==> config.mk <==
export PLATFORM = sky130hd
export DESIGN_NAME = free_block_recycle_cache_core
export DESIGN_NICKNAME = d
export VERILOG_FILES = /design/src/sv/fbrc_pkg.sv /design/src/sv/free_block_recycle_cache_core.sv
export SDC_FILE = /design/constraint.sdc
export NUM_CORES = 2
export LEC_CHECK = 0
export ABC_CLOCK_PERIOD_IN_PS = 7700
export BUFFER_PORTS_ARGS = -buffer_cell sky130_fd_sc_hd__buf_4
export CORE_MARGIN = 3
export CORE_UTILIZATION = 50
export CTS_CLUSTER_SIZE = 24
export DETAILED_ROUTE_END_ITERATION = 8
export GPL_TIMING_DRIVEN = 1
export PLACE_DENSITY = 0.68
export SETUP_SLACK_MARGIN = 0.05
export SLEW_MARGIN = 5
export SYNTH_ARGS = -nofsm -noshare
export SYNTH_HDL_FRONTEND = slang
export SYNTH_SLANG_ARGS = --single-unit
==> constraint.sdc <==
create_clock -name clk -period 7.7 [get_ports clk]
set_input_delay 0 -clock clk [delete_from_list [all_inputs] [get_ports clk]]
set_output_delay 0 -clock clk [all_outputs]
set_load 0.1 [all_outputs]
==> src/sv/fbrc_pkg.sv <==
`timescale 1ns / 1ps

package fbrc_pkg;

  // Field widths fixed by the item format
  localparam int PTR_W   = 64;
  localparam int SIZE_W  = 48;
  localparam int TOTAL_W = 52;
  localparam int FUNC_W  = 2;
  localparam int KIND_W  = 3;
  localparam int CFG_W   = 5;

  // Stream payload widths (zero padded to whole bytes)
  localparam int IN_DATA_W  = 112;
  localparam int OUT_DATA_W = 168;

  // Operation selector on the input side
  typedef enum logic [FUNC_W-1:0] {
    FN_INSERT = 2'd0,
    FN_FIND   = 2'd1,
    FN_CLEAR  = 2'd2,
    FN_NOP    = 2'd3
  } func_t;

  // Result kind on the output side
  typedef enum logic [KIND_W-1:0] {
    K_STORED  = 3'd0,
    K_RELEASE = 3'd1,
    K_HIT     = 3'd2,
    K_MISS    = 3'd3,
    K_DONE    = 3'd4
  } kind_t;

  // Sequencer states
  typedef enum logic [2:0] {
    ST_IDLE,
    ST_INS_CHK,
    ST_INS_WR,
    ST_FIND_CHK,
    ST_MISS,
    ST_CLR_CHK,
    ST_CLR_DONE
  } state_t;

  // One table row
  typedef struct packed {
    logic [PTR_W-1:0]  ptr;
    logic [SIZE_W-1:0] size;
  } slot_row_t;

endpackage

==> src/sv/free_block_recycle_cache_core.sv <==
`timescale 1ns / 1ps

// Channel  Dir  Handshake           Payload
// s_*      in   s_tvalid/s_tready   tuser: func; tdata: block_pointer, size_bytes
// m_*      out  m_tvalid/m_tready   tuser: kind; tdata: out_pointer, out_bytes,
//                                   total_held; tlast: last
// cfg_*    in   cfg_valid/cfg_ready cfg_data: entries_in_use
//
// Insert steps through accept, slot check and write; find scans the active
// slots and clear the whole table, and output stalls hold each. The table is
// one single-port-read memory scanned one slot per cycle unless an output
// stall holds it, with one shared 52-bit add/subtract unit for the running total.
// Reset clears the occupancy flags at once; no clearing pass is needed.
// A result waits in the output register while m_tready is low; the
// sequencer holds until that register is free.
module free_block_recycle_cache_core #(
  parameter int DEPTH = 16
) (
  input  logic                             clk,
  input  logic                             rst,
  // slave stream
  input  logic                             s_tvalid,
  output logic                             s_tready,
  input  logic [fbrc_pkg::IN_DATA_W-1:0]   s_tdata,   // [63:0] block_pointer, [111:64] size_bytes
  input  logic [fbrc_pkg::FUNC_W-1:0]      s_tuser,   // [1:0] func
  // master stream
  output logic                             m_tvalid,
  input  logic                             m_tready,
  output logic [fbrc_pkg::OUT_DATA_W-1:0]  m_tdata,   // [63:0] out_pointer, [111:64] out_bytes,
                                                      // [163:112] total_held, rest zero
  output logic [fbrc_pkg::KIND_W-1:0]      m_tuser,   // [2:0] kind
  output logic                             m_tlast,
  // configuration write
  input  logic                             cfg_valid,
  output logic                             cfg_ready,
  input  logic [fbrc_pkg::CFG_W-1:0]       cfg_data   // [4:0] entries_in_use
);

  localparam int IDX_W = $clog2(DEPTH);
  localparam int CNT_W = $clog2(DEPTH + 1);
  localparam logic [fbrc_pkg::CFG_W-1:0] CFG_RST =
    (DEPTH > 31) ? fbrc_pkg::CFG_W'(31) : fbrc_pkg::CFG_W'(DEPTH);
  localparam logic [IDX_W-1:0] LAST_IDX = IDX_W'(DEPTH - 1);
  localparam int PAD_W = fbrc_pkg::OUT_DATA_W - fbrc_pkg::PTR_W - fbrc_pkg::SIZE_W
                         - fbrc_pkg::TOTAL_W;

  fbrc_pkg::state_t state, state_next;

  // Request registers
  fbrc_pkg::func_t                 req_func;
  logic [fbrc_pkg::PTR_W-1:0]      req_ptr;
  logic [fbrc_pkg::SIZE_W-1:0]     req_size;

  // Table state
  fbrc_pkg::slot_row_t             mem [DEPTH];
  fbrc_pkg::slot_row_t             rd_row;
  logic [DEPTH-1:0]                valid;
  logic [IDX_W-1:0]                idx, idx_next;
  logic [IDX_W-1:0]                next_slot, next_slot_next;
  logic [fbrc_pkg::TOTAL_W-1:0]    held_total;
  logic [fbrc_pkg::CFG_W-1:0]      entries_in_use;

  // Output register
  logic                            out_valid;
  fbrc_pkg::kind_t                 out_kind;
  logic [fbrc_pkg::PTR_W-1:0]      out_ptr;
  logic [fbrc_pkg::SIZE_W-1:0]     out_bytes;
  logic [fbrc_pkg::TOTAL_W-1:0]    out_total;
  logic                            out_last;

  // Control from the sequencer
  logic                            out_free;
  logic                            emit;
  fbrc_pkg::kind_t                 emit_kind;
  logic [fbrc_pkg::PTR_W-1:0]      emit_ptr;
  logic [fbrc_pkg::SIZE_W-1:0]     emit_bytes;
  logic [fbrc_pkg::TOTAL_W-1:0]    emit_total;
  logic                            emit_last;
  logic                            held_we;
  logic                            held_clr;
  logic                            mem_we;
  logic                            valid_we;
  logic                            valid_val;
  logic                            ns_we;

  // Shared add/subtract unit
  logic                            add_sub;
  logic [fbrc_pkg::SIZE_W-1:0]     add_opnd;
  logic [fbrc_pkg::TOTAL_W-1:0]    add_ext;
  logic [fbrc_pkg::TOTAL_W-1:0]    add_sum;

  // Active slot count and derived compares
  logic [CNT_W-1:0]                act_cnt;
  logic [CNT_W-1:0]                idx_inc;
  logic [IDX_W-1:0]                ins_start;
  logic                            row_match;

  assign s_tready  = (state == fbrc_pkg::ST_IDLE);
  assign cfg_ready = 1'b1;
  assign out_free  = !out_valid || m_tready;

  assign m_tvalid = out_valid;
  assign m_tuser  = out_kind;
  assign m_tlast  = out_last;
  assign m_tdata  = {{PAD_W{1'b0}}, out_total, out_bytes, out_ptr};

  // Effective slot count: zero means one, above DEPTH means DEPTH
  always_comb begin
    if (entries_in_use == '0) begin
      act_cnt = CNT_W'(1);
    end else if (int'(entries_in_use) > DEPTH) begin
      act_cnt = CNT_W'(DEPTH);
    end else begin
      act_cnt = CNT_W'(entries_in_use);
    end
  end

  assign idx_inc   = CNT_W'(idx) + CNT_W'(1);
  assign ins_start = (CNT_W'(next_slot) < act_cnt) ? next_slot : '0;
  assign row_match = valid[idx] && (rd_row.size == req_size);

  assign add_ext = fbrc_pkg::TOTAL_W'(add_opnd);
  assign add_sum = add_sub ? (held_total - add_ext) : (held_total + add_ext);

  // Sequencer: next state and control
  always_comb begin
    state_next     = state;
    idx_next       = idx;
    next_slot_next = idx_inc < act_cnt ? idx_inc[IDX_W-1:0] : '0;
    emit           = 1'b0;
    emit_kind      = fbrc_pkg::K_STORED;
    emit_ptr       = '0;
    emit_bytes     = '0;
    emit_total     = held_total;
    emit_last      = 1'b0;
    held_we        = 1'b0;
    held_clr       = 1'b0;
    mem_we         = 1'b0;
    valid_we       = 1'b0;
    valid_val      = 1'b0;
    ns_we          = 1'b0;
    add_sub        = 1'b1;
    add_opnd       = rd_row.size;

    unique case (state)
      fbrc_pkg::ST_IDLE: begin
        if (s_tvalid) begin
          unique case (fbrc_pkg::func_t'(s_tuser))
            fbrc_pkg::FN_INSERT: begin
              idx_next   = ins_start;
              state_next = fbrc_pkg::ST_INS_CHK;
            end
            fbrc_pkg::FN_FIND: begin
              idx_next   = '0;
              state_next = (s_tdata[fbrc_pkg::PTR_W +: fbrc_pkg::SIZE_W] == '0)
                           ? fbrc_pkg::ST_MISS : fbrc_pkg::ST_FIND_CHK;
            end
            fbrc_pkg::FN_CLEAR: begin
              idx_next   = '0;
              state_next = fbrc_pkg::ST_CLR_CHK;
            end
            default: begin
              state_next = fbrc_pkg::ST_IDLE;
            end
          endcase
        end
      end

      // evict the old block if the slot is occupied
      fbrc_pkg::ST_INS_CHK: begin
        if (!valid[idx]) begin
          state_next = fbrc_pkg::ST_INS_WR;
        end else if (out_free) begin
          emit       = 1'b1;
          emit_kind  = fbrc_pkg::K_RELEASE;
          emit_ptr   = rd_row.ptr;
          emit_bytes = rd_row.size;
          emit_total = add_sum;
          held_we    = 1'b1;
          state_next = fbrc_pkg::ST_INS_WR;
        end
      end

      // store the new block and advance the round-robin slot
      fbrc_pkg::ST_INS_WR: begin
        add_sub  = 1'b0;
        add_opnd = req_size;
        if (out_free) begin
          emit       = 1'b1;
          emit_kind  = fbrc_pkg::K_STORED;
          emit_total = add_sum;
          emit_last  = 1'b1;
          held_we    = 1'b1;
          mem_we     = 1'b1;
          valid_we   = 1'b1;
          valid_val  = (req_size != '0);
          ns_we      = 1'b1;
          state_next = fbrc_pkg::ST_IDLE;
        end
      end

      // one slot per cycle, first exact size match wins
      fbrc_pkg::ST_FIND_CHK: begin
        add_opnd = req_size;
        if (row_match) begin
          if (out_free) begin
            emit       = 1'b1;
            emit_kind  = fbrc_pkg::K_HIT;
            emit_ptr   = rd_row.ptr;
            emit_bytes = req_size;
            emit_total = add_sum;
            emit_last  = 1'b1;
            held_we    = 1'b1;
            valid_we   = 1'b1;
            state_next = fbrc_pkg::ST_IDLE;
          end
        end else if (idx_inc < act_cnt) begin
          idx_next = idx_inc[IDX_W-1:0];
        end else begin
          state_next = fbrc_pkg::ST_MISS;
        end
      end

      fbrc_pkg::ST_MISS: begin
        if (out_free) begin
          emit       = 1'b1;
          emit_kind  = fbrc_pkg::K_MISS;
          emit_last  = 1'b1;
          state_next = fbrc_pkg::ST_IDLE;
        end
      end

      // release every occupied slot over the whole table
      fbrc_pkg::ST_CLR_CHK: begin
        if (!valid[idx] || out_free) begin
          if (valid[idx]) begin
            emit       = 1'b1;
            emit_kind  = fbrc_pkg::K_RELEASE;
            emit_ptr   = rd_row.ptr;
            emit_bytes = rd_row.size;
            emit_total = add_sum;
            held_we    = 1'b1;
            valid_we   = 1'b1;
          end
          if (idx == LAST_IDX) begin
            state_next = fbrc_pkg::ST_CLR_DONE;
          end else begin
            idx_next = idx + IDX_W'(1);
          end
        end
      end

      fbrc_pkg::ST_CLR_DONE: begin
        if (out_free) begin
          emit       = 1'b1;
          emit_kind  = fbrc_pkg::K_DONE;
          emit_total = '0;
          emit_last  = 1'b1;
          held_clr   = 1'b1;
          state_next = fbrc_pkg::ST_IDLE;
        end
      end

      default: begin
        state_next = fbrc_pkg::ST_IDLE;
      end
    endcase
  end

  // State register
  always_ff @(posedge clk) begin
    if (rst) begin
      state <= fbrc_pkg::ST_IDLE;
    end else begin
      state <= state_next;
    end
  end

  // Control registers
  always_ff @(posedge clk) begin
    if (rst) begin
      idx            <= '0;
      next_slot      <= '0;
      held_total     <= '0;
      valid          <= '0;
      entries_in_use <= CFG_RST;
      out_valid      <= 1'b0;
    end else begin
      idx <= idx_next;
      if (ns_we) begin
        next_slot <= next_slot_next;
      end
      if (held_clr) begin
        held_total <= '0;
      end else if (held_we) begin
        held_total <= add_sum;
      end
      if (valid_we) begin
        valid[idx] <= valid_val;
      end
      if (cfg_valid && cfg_ready) begin
        entries_in_use <= cfg_data;
      end
      if (emit) begin
        out_valid <= 1'b1;
      end else if (m_tready) begin
        out_valid <= 1'b0;
      end
    end
  end

  // Request and result payload
  always_ff @(posedge clk) begin
    if (s_tvalid && s_tready) begin
      req_func <= fbrc_pkg::func_t'(s_tuser);
      req_ptr  <= s_tdata[0 +: fbrc_pkg::PTR_W];
      req_size <= s_tdata[fbrc_pkg::PTR_W +: fbrc_pkg::SIZE_W];
    end
    if (emit) begin
      out_kind  <= emit_kind;
      out_ptr   <= emit_ptr;
      out_bytes <= emit_bytes;
      out_total <= emit_total;
      out_last  <= emit_last;
    end
  end

  // Slot table: one write, one registered read per cycle
  always_ff @(posedge clk) begin
    if (mem_we) begin
      mem[idx] <= '{ptr: req_ptr, size: req_size};
    end
    rd_row <= mem[idx_next];
  end

  // A release never ends an item's results
  a_release_not_last: assert property (@(posedge clk) disable iff (rst)
    (m_tvalid && m_tuser == fbrc_pkg::K_RELEASE) |-> !m_tlast)
    else $error("release result marked last");

  // A clear leaves every slot empty
  a_clear_empties: assert property (@(posedge clk) disable iff (rst)
    (state == fbrc_pkg::ST_CLR_DONE && out_free) |=> (valid == '0))
    else $error("slots still occupied after clear");

  // The round-robin slot stays inside the active range after an insert
  a_slot_in_range: assert property (@(posedge clk) disable iff (rst)
    (state == fbrc_pkg::ST_INS_WR && out_free) |=>
      (CNT_W'(next_slot) < $past(act_cnt)))
    else $error("round-robin slot out of range");

  // Stored, miss and done results carry no block
  a_empty_payload: assert property (@(posedge clk) disable iff (rst)
    (m_tvalid && (m_tuser == fbrc_pkg::K_STORED || m_tuser == fbrc_pkg::K_MISS ||
                  m_tuser == fbrc_pkg::K_DONE))
      |-> (m_tdata[fbrc_pkg::PTR_W + fbrc_pkg::SIZE_W - 1:0] == '0))
    else $error("nonzero block fields on an empty result");

  // An insert request only reaches the write step through its own path
  a_insert_path: assert property (@(posedge clk) disable iff (rst)
    (state == fbrc_pkg::ST_INS_WR) |-> (req_func == fbrc_pkg::FN_INSERT))
    else $error("write step entered for a non-insert item");

endmodule

**Word level (Yosys, flattened, before mapping)**

Memories as Yosys holds them, arrays and structs flattened. A register that Yosys moved wholly into a read port is not among the register bits.
Index checks and enable logic that the tools add are counted.

- Eq/ne operators: 15
- Magnitude comparators: 5
- Mux-type cells: 75
- $add $sub $neg: 4
- Reductions and logical operators: 18

Operators with widths:

| cell | number |
|---|---|
| two-way mux 52 bit | 7 |
| two-way mux 48 bit | 7 |
| two-way mux 64 bit | 5 |
| case mux 52 bit (5 select lines) | 1 |
| case mux 64 bit (3 select lines) | 1 |
| case mux 48 bit (3 select lines) | 1 |
| adder 52 x 48 -> 52 bit | 1 |
| subtractor 52 x 48 -> 52 bit | 1 |
| == test 48 bit | 1 |
| logical NOT 48 bit | 1 |
| nonzero test 48 bit | 1 |
| two-way mux 3 bit | 10 |
| case mux 3 bit (5 select lines) | 2 |
| two-way mux 4 bit | 7 |
| two-way mux 1 bit | 19 |
| bitwise mux 16 bit | 1 |
| case mux 4 bit (3 select lines) | 1 |
| two-way mux 5 bit | 2 |
| == test 3 bit (second input constant) | 3 |
| case mux 3 bit (3 select lines) | 1 |
| case mux 1 bit (4 select lines) | 2 |
| case mux 4 bit (2 select lines) | 1 |
| == test 3 x 2 -> 1 bit (second input constant) | 2 |
| two-way mux 2 bit | 3 |
| 27 further kinds | 36 |

- RAM bits: 1,792
- Memories kept: 1
- Logic and storage cells: 132
- Register bits after elaboration: 365

Memories:

| name | words | width | read ports | clocked after memory_dff | write ports | line | text |
|---|---|---|---|---|---|---|---|
| mem | 16 | 112 | 1 | 1 | 1 | free_block_recycle_cache_core.sv:55 | `fbrc_pkg::slot_row_t mem [DEPTH];` |

**Longest topological paths before layout**

- Depth in word-level cells: 8
- Depth in mapped cells: 33
- Gate-level depth less buffers: 26

**Least setup slack after synthesis**

OpenSTA, ideal clock, no wires.

- Path kind: flip-flop to flip-flop
- Start point: register state[1]
- End point: register out_total[47] in the netlist's numbering (data pin)
- Setup slack: 0.099 ns
- Arrival time: 7.345 ns
- Clock period less this slack: 7.601 ns
- Buffers on the path: 7
- Cell stages (with the launch flop): 34
- Path through: dfxtp_1 > clkbuf_1 > nand2b_1 > clkbuf_1 > clkbuf_1 > buf_1 > clkbuf_1 > clkbuf_1 > mux2i_1 > ha_1 > inv_1 > a211oi_1 > nor4bb_1 > nand4b_1 > or3_1 > nor3_1 > nand3_1 > nor2_1 > nand3b_1 > o21ai_0 > xor2_1 > ha_1 > clkbuf_1 > a21o_1 > a21o_1 > a21o_1 > a21o_1 > a21oi_1 > o2111ai_1 > a31oi_1 > xor2_1 > nand2b_1 > o2bb2ai_1 > a22o_1

- Longest elaborated chain between the ends: 8
- Elaborated cells on any way between the ends: 16
- Those cells by class: add/sub (2); eq/ne (5); mux (8); reduce/logical (1)

RTL lines:

| item | line | text |
|---|---|---|
| start: declaration | free_block_recycle_cache_core.sv:47 | `fbrc_pkg::state_t state, state_next;` |
| start signal: assignment | free_block_recycle_cache_core.sv:273 | `state <= fbrc_pkg::ST_IDLE;` |
| start signal: assignment | free_block_recycle_cache_core.sv:275 | `state <= state_next;` |
| == test 3 x 2 -> 1 bit | free_block_recycle_cache_core.sv:145 | `unique case (state)` |
| OR reduction 2 bit (no line) | -- |  |
| two-way mux 48 bit | free_block_recycle_cache_core.sv:145 |  |
| subtractor 52 x 48 -> 52 bit or adder 52 x 48 -> 52 bit (tied branches) | free_block_recycle_cache_core.sv:123 | `assign add_sum = add_sub ? (held_total - add_ext) : (held_total + add_ext);` |
| two-way mux 52 bit | free_block_recycle_cache_core.sv:123 |  |
| two-way mux 52 bit, on equally long branches | -- |  |
| two-way mux 52 bit, on equally long branches | free_block_recycle_cache_core.sv:235, free_block_recycle_cache_core.sv:171, free_block_recycle_cache_core.sv:205 |  |
| case mux 52 bit (5 select lines) (*) | free_block_recycle_cache_core.sv:145 |  |
| named net emit_total (one bit) | free_block_recycle_cache_core.sv:77 | `logic [fbrc_pkg::TOTAL_W-1:0] emit_total;` |
| end signal: assignment | free_block_recycle_cache_core.sv:323 | `out_total <= emit_total;` |
| end: declaration | free_block_recycle_cache_core.sv:68 | `logic [fbrc_pkg::TOTAL_W-1:0] out_total;` |

The timed path passes the listed nets; every way through them passes the cells marked *.
A chain may end at the register's enable or synchronous reset.

**Worst setup path in the final report**

- Start point: register req_size[0] in the netlist's numbering
- End point: register out_total[47] in the netlist's numbering (data pin)

- Longest elaborated chain between the ends: 6
- Elaborated cells on any way between the ends: 12
- Those cells by class: add/sub (2); eq/ne (1); mux (8); reduce/logical (1)

RTL lines:

| item | line | text |
|---|---|---|
| start: declaration | free_block_recycle_cache_core.sv:52 | `logic [fbrc_pkg::SIZE_W-1:0] req_size;` |
| start signal: assignment | free_block_recycle_cache_core.sv:317 | `req_size <= s_tdata[fbrc_pkg::PTR_W +: fbrc_pkg::SIZE_W];` |
| two-way mux 48 bit | free_block_recycle_cache_core.sv:145 |  |
| subtractor 52 x 48 -> 52 bit or adder 52 x 48 -> 52 bit (tied branches) | free_block_recycle_cache_core.sv:123 |  |
| two-way mux 52 bit | free_block_recycle_cache_core.sv:123 |  |
| two-way mux 52 bit, on equally long branches | -- |  |
| two-way mux 52 bit, on equally long branches | free_block_recycle_cache_core.sv:235, free_block_recycle_cache_core.sv:171, free_block_recycle_cache_core.sv:205 |  |
| case mux 52 bit (5 select lines) (*) | free_block_recycle_cache_core.sv:145 |  |
| named net emit_total (one bit) | free_block_recycle_cache_core.sv:77 |  |

Marked as above.

==> flow_metrics.tcl <==
set metrics [dict create \
    vias 60430 \
    run_status "completed" \
    ys_seq_area_frac 0.7261 \
    synth-xor-area-share 0.01365 \
    clockBufferDepth 3 \
    worst_ep_arrival_time_ns 7.59 \
    grt_pass1_wl_microns 379400 \
    fin_skew_ns 0.03999 \
    wl_microns 259000 \
    path_max_fanout 20 \
    cts_sinks 2269 \
    synth_area_leaders "edfxtp_1 68%, nand2_1 6.5%, dfxtp_1 4.3%, nand3_1 3.8%, a21oi_1 1.7%" \
    whs_path_depth 3 \
    synth_top_family_by_area "simple AND/OR/NAND/NOR gates" \
    wl_per_cell_microns 25.94 \
    yosysMostFrequentCell "edfxtp_1" \
    slew-limit-headroom 0.09394 \
    netlist.top_cell.by_area "edfxtp_1" \
    cts-htree-levels 4 \
    finalHoldViolCount 0 \
    layout-drive-gt1-share 0.1113 \
    die_area_sq_um 187400 \
    p_comb_frac 0.128 \
    synth-adder-area-share 0.009420 \
    clk_pin_slew_worst_paths_ns 0.07 \
    grt_pass1_vias 57380 \
    crit_top_cell "a21o_1" \
    reg2reg_depth 25 \
    cpMaxStageDelayCell "edfxtp_1" \
    die-width_microns 432.9 \
    nNetsFinal 7611 \
    power_frac_seq 0.499 \
    ios 299 \
    finalCritPeriodShare 0.9074 \
    grt_usage 0.2725 \
    swShare 0.2703 \
    post_cts_buffers 0 \
    regArea_sq_um 66160 \
    detail-route-antenna-nets 0 \
    synth-edff-count 2072 \
    hp-class "input port to flip-flop" \
    critical_path.max_stage_delay_ns 0.67 \
    worst_ir_drop_vdd_uv 201.1 \
    cp-end-kind "flip-flop" \
    syn_inst 6970 \
    cp_num_cells 25 \
    post-place-ws_ns 0.7019 \
    power_density_nw_per_um2 277.8 \
    antenna_found_initial 3 \
    synth-compound-area-share 0.06977 \
    setup_violations 0 \
    initial_utilization 0.5036 \
    multiInputGateArea_sq_um 23270 \
    row_count 156 \
    cp_num_buf_inv 1 \
    worstSetupPathType "flip-flop to flip-flop" \
    yosys.area_share.simple 0.1509 \
    rsz0062_at_grt "false" \
    cp_top_family "compound AO/OA/AOI/OAI gates" \
    fillers 13820 \
    finalWeightedCongestion 0.9082 \
    yosysWarningCount 0 \
    cp-start-kind "flip-flop" \
    drc 0 \
    drt-initial-drc-count 7696 \
    dieHeight_microns 432.9 \
    avgViaCountPerCell 6.053 \
    drv_cap 0 \
    worstMarginPinSlew_ns 1.356 \
    cts_buffers 219 \
    hold_slack_ns 0.1431 \
    synth_top_area_frac 0.6829 \
    dp_hpwl_microns 136500 \
    power_uw 29460 \
    dpl-instance-area_sq_um 96050 \
    cts-root-buf "clkbuf_16" \
    area_delta_synth_final_pct 16.39 \
    final_cell_area_sq_um 106100 \
    synth_common_cells "2072 x edfxtp_1, 1580 x nand2_1, 696 x nand3_1" \
    tns_ns 0 \
    netSwitchingPower_uw 7964 \
    firstDrtPassIters 8 \
    core_sq_um 180900 \
    ys.flop_type "edfxtp_1" \
    grt_start_max_net_pins 187 \
    ys_types 80 \
    drv_slew 0 \
    clk-insertion-delay-late_ns 0.88 \
    leakagePower_uw 0.03711 \
    min_period_ns 6.987 \
    ys_seq_elements 2269 \
    muxShareOfSynthArea 0.008528 \
    clockPowerShare 0.373 \
    syn_area_sq_um 91120 \
    syn_avg_cell_area_sq_um 13.07 \
    synthArstFlopShare 0 \
    grt.overflow.total 0 \
    io_buffers 293 \
    worst_slack_ns 0.7126 \
    critPathRequiredTime_ns 8.31 \
    tritoncts "built" \
    fmax_mhz 143.1 \
    intPower_uw 21500 \
]
## metrics by stage
stage / utilization / cells
6_report: 0.5861 / 9984
5_1_grt: 0.5861 / 9982
4_1_cts: 0.5861 / 9982
3_5_place_dp: 0.5309 / 9316
3_3_place_gp: 0.5309 / 9316
2_1_floorplan: - / 6973
## area by class of cell
| cell class | count | share of cell area |
|---|---|---|
| diodes | 2 | 0.00004719 |
| clock buffers | 293 | 0.05713 |
| clock inverters | 121 | 0.01326 |
| inverters | 37 | 0.001310 |
| multi-input cells | 4232 | 0.2194 |
| flip-flops and latches | 2269 | 0.6239 |
| well taps | 2370 | 0.02796 |
| repair buffers | 660 | 0.05703 |
## path summary, 6_finish.rpt
kind	from	end	slack, ns
setup / recovery	req_size[0]	out_total[47]	0.71
hold / removal	rst	next_slot[2]	0.14
setup reg to reg	req_size[0]	out_total[47]	0.71
hold reg to reg	held_total[50]	held_total[50]	0.48
## timing repair
| action | in CTS | in global routing |
|---|---|---|
| resized for setup | 0 | 1 |
| hold buffers | 252 | 0 |
| hold endpoints to repair | 193 | 0 |
| setup endpoints to repair | 0 | 1 |
## worst reg2reg max path: cells and delay by family, from the launching register on
family          cells  cell delay [ns]
xor+xnor            2             0.62
flops               1             0.67
compound gates     11             2.33
buf+inv             1             0.04
simple gates        8             2.13
mux                 1             0.33
fa+ha+maj           2             0.60
## metal layers
metal | share of wire | track usage
met4 | 0.048 | 0.1225
met3 | 0.093 | 0.04143
met5 | 0.000050 | 0
met1 | 0.39 | 0.3796
met2 | 0.46 | 0.4262
## power by group through the flow
stage / Sequential [uW] / Combinational [uW] / Clock (uW)
2_1_floorplan: 15800 / 1480 / 0
3_3_place_gp: 14900 / 3620 / 0
3_5_place_dp: 14900 / 3630 / 0
4_1_cts: 14700 / 3750 / 11100
5_1_grt: 14700 / 3990 / 11600
6_report: 14700 / 3770 / 11000
## kinds of logic (layout without fill, tap and decap cells)
logic type / count (synthesis) / count (layout)
AND/OR/NAND/NOR: 3056 / 3056
flip-flops: 2269 / 2269
AO/OA/AOI/OAI: 886 / 886
buffers and inverters: 472 / 1111
XOR/XNOR: 142 / 142
multiplexers: 75 / 75
adder cells (fa/ha/maj): 68 / 68
other: 2 / 7
## flip-flops by register name, indices dropped and copies added (netlist names), 3 cells and up
register	count
mem	1792
rd_row	112
out_ptr	64
req_ptr	64
held_total	52
out_total	52
out_bytes	48
req_size	48
valid	16
entries_in_use	5
idx	4
next_slot	4
m_tuser	3
state	3
## layout by cell type, fill, tap and decap left out, types with 43 or more instances in the layout
cell | netlist | layout
and3_1 | 136 | 121
dlygate4sd3_1 | 0 | 252
xor2_1 | 100 | 100
clkinv_2 | 0 | 45
dfxtp_1 | 197 | 197
a22o_1 | 52 | 52
a21oi_1 | 302 | 302
buf_4 | 8 | 371
a221oi_1 | 85 | 85
nand4_1 | 138 | 138
nor2_1 | 162 | 155
nand3_1 | 696 | 696
o21ai_0 | 107 | 107
clkbuf_16 | 0 | 219
a311o_1 | 112 | 112
nor2b_1 | 79 | 78
a21o_1 | 43 | 43
ha_1 | 67 | 67
nand2_1 | 1580 | 1577
clkbuf_1 | 279 | 44
nor3_1 | 160 | 159
edfxtp_1 | 2072 | 2072
mux2i_1 | 72 | 72
No activity file was read; power rests on OpenSTA's default activity.
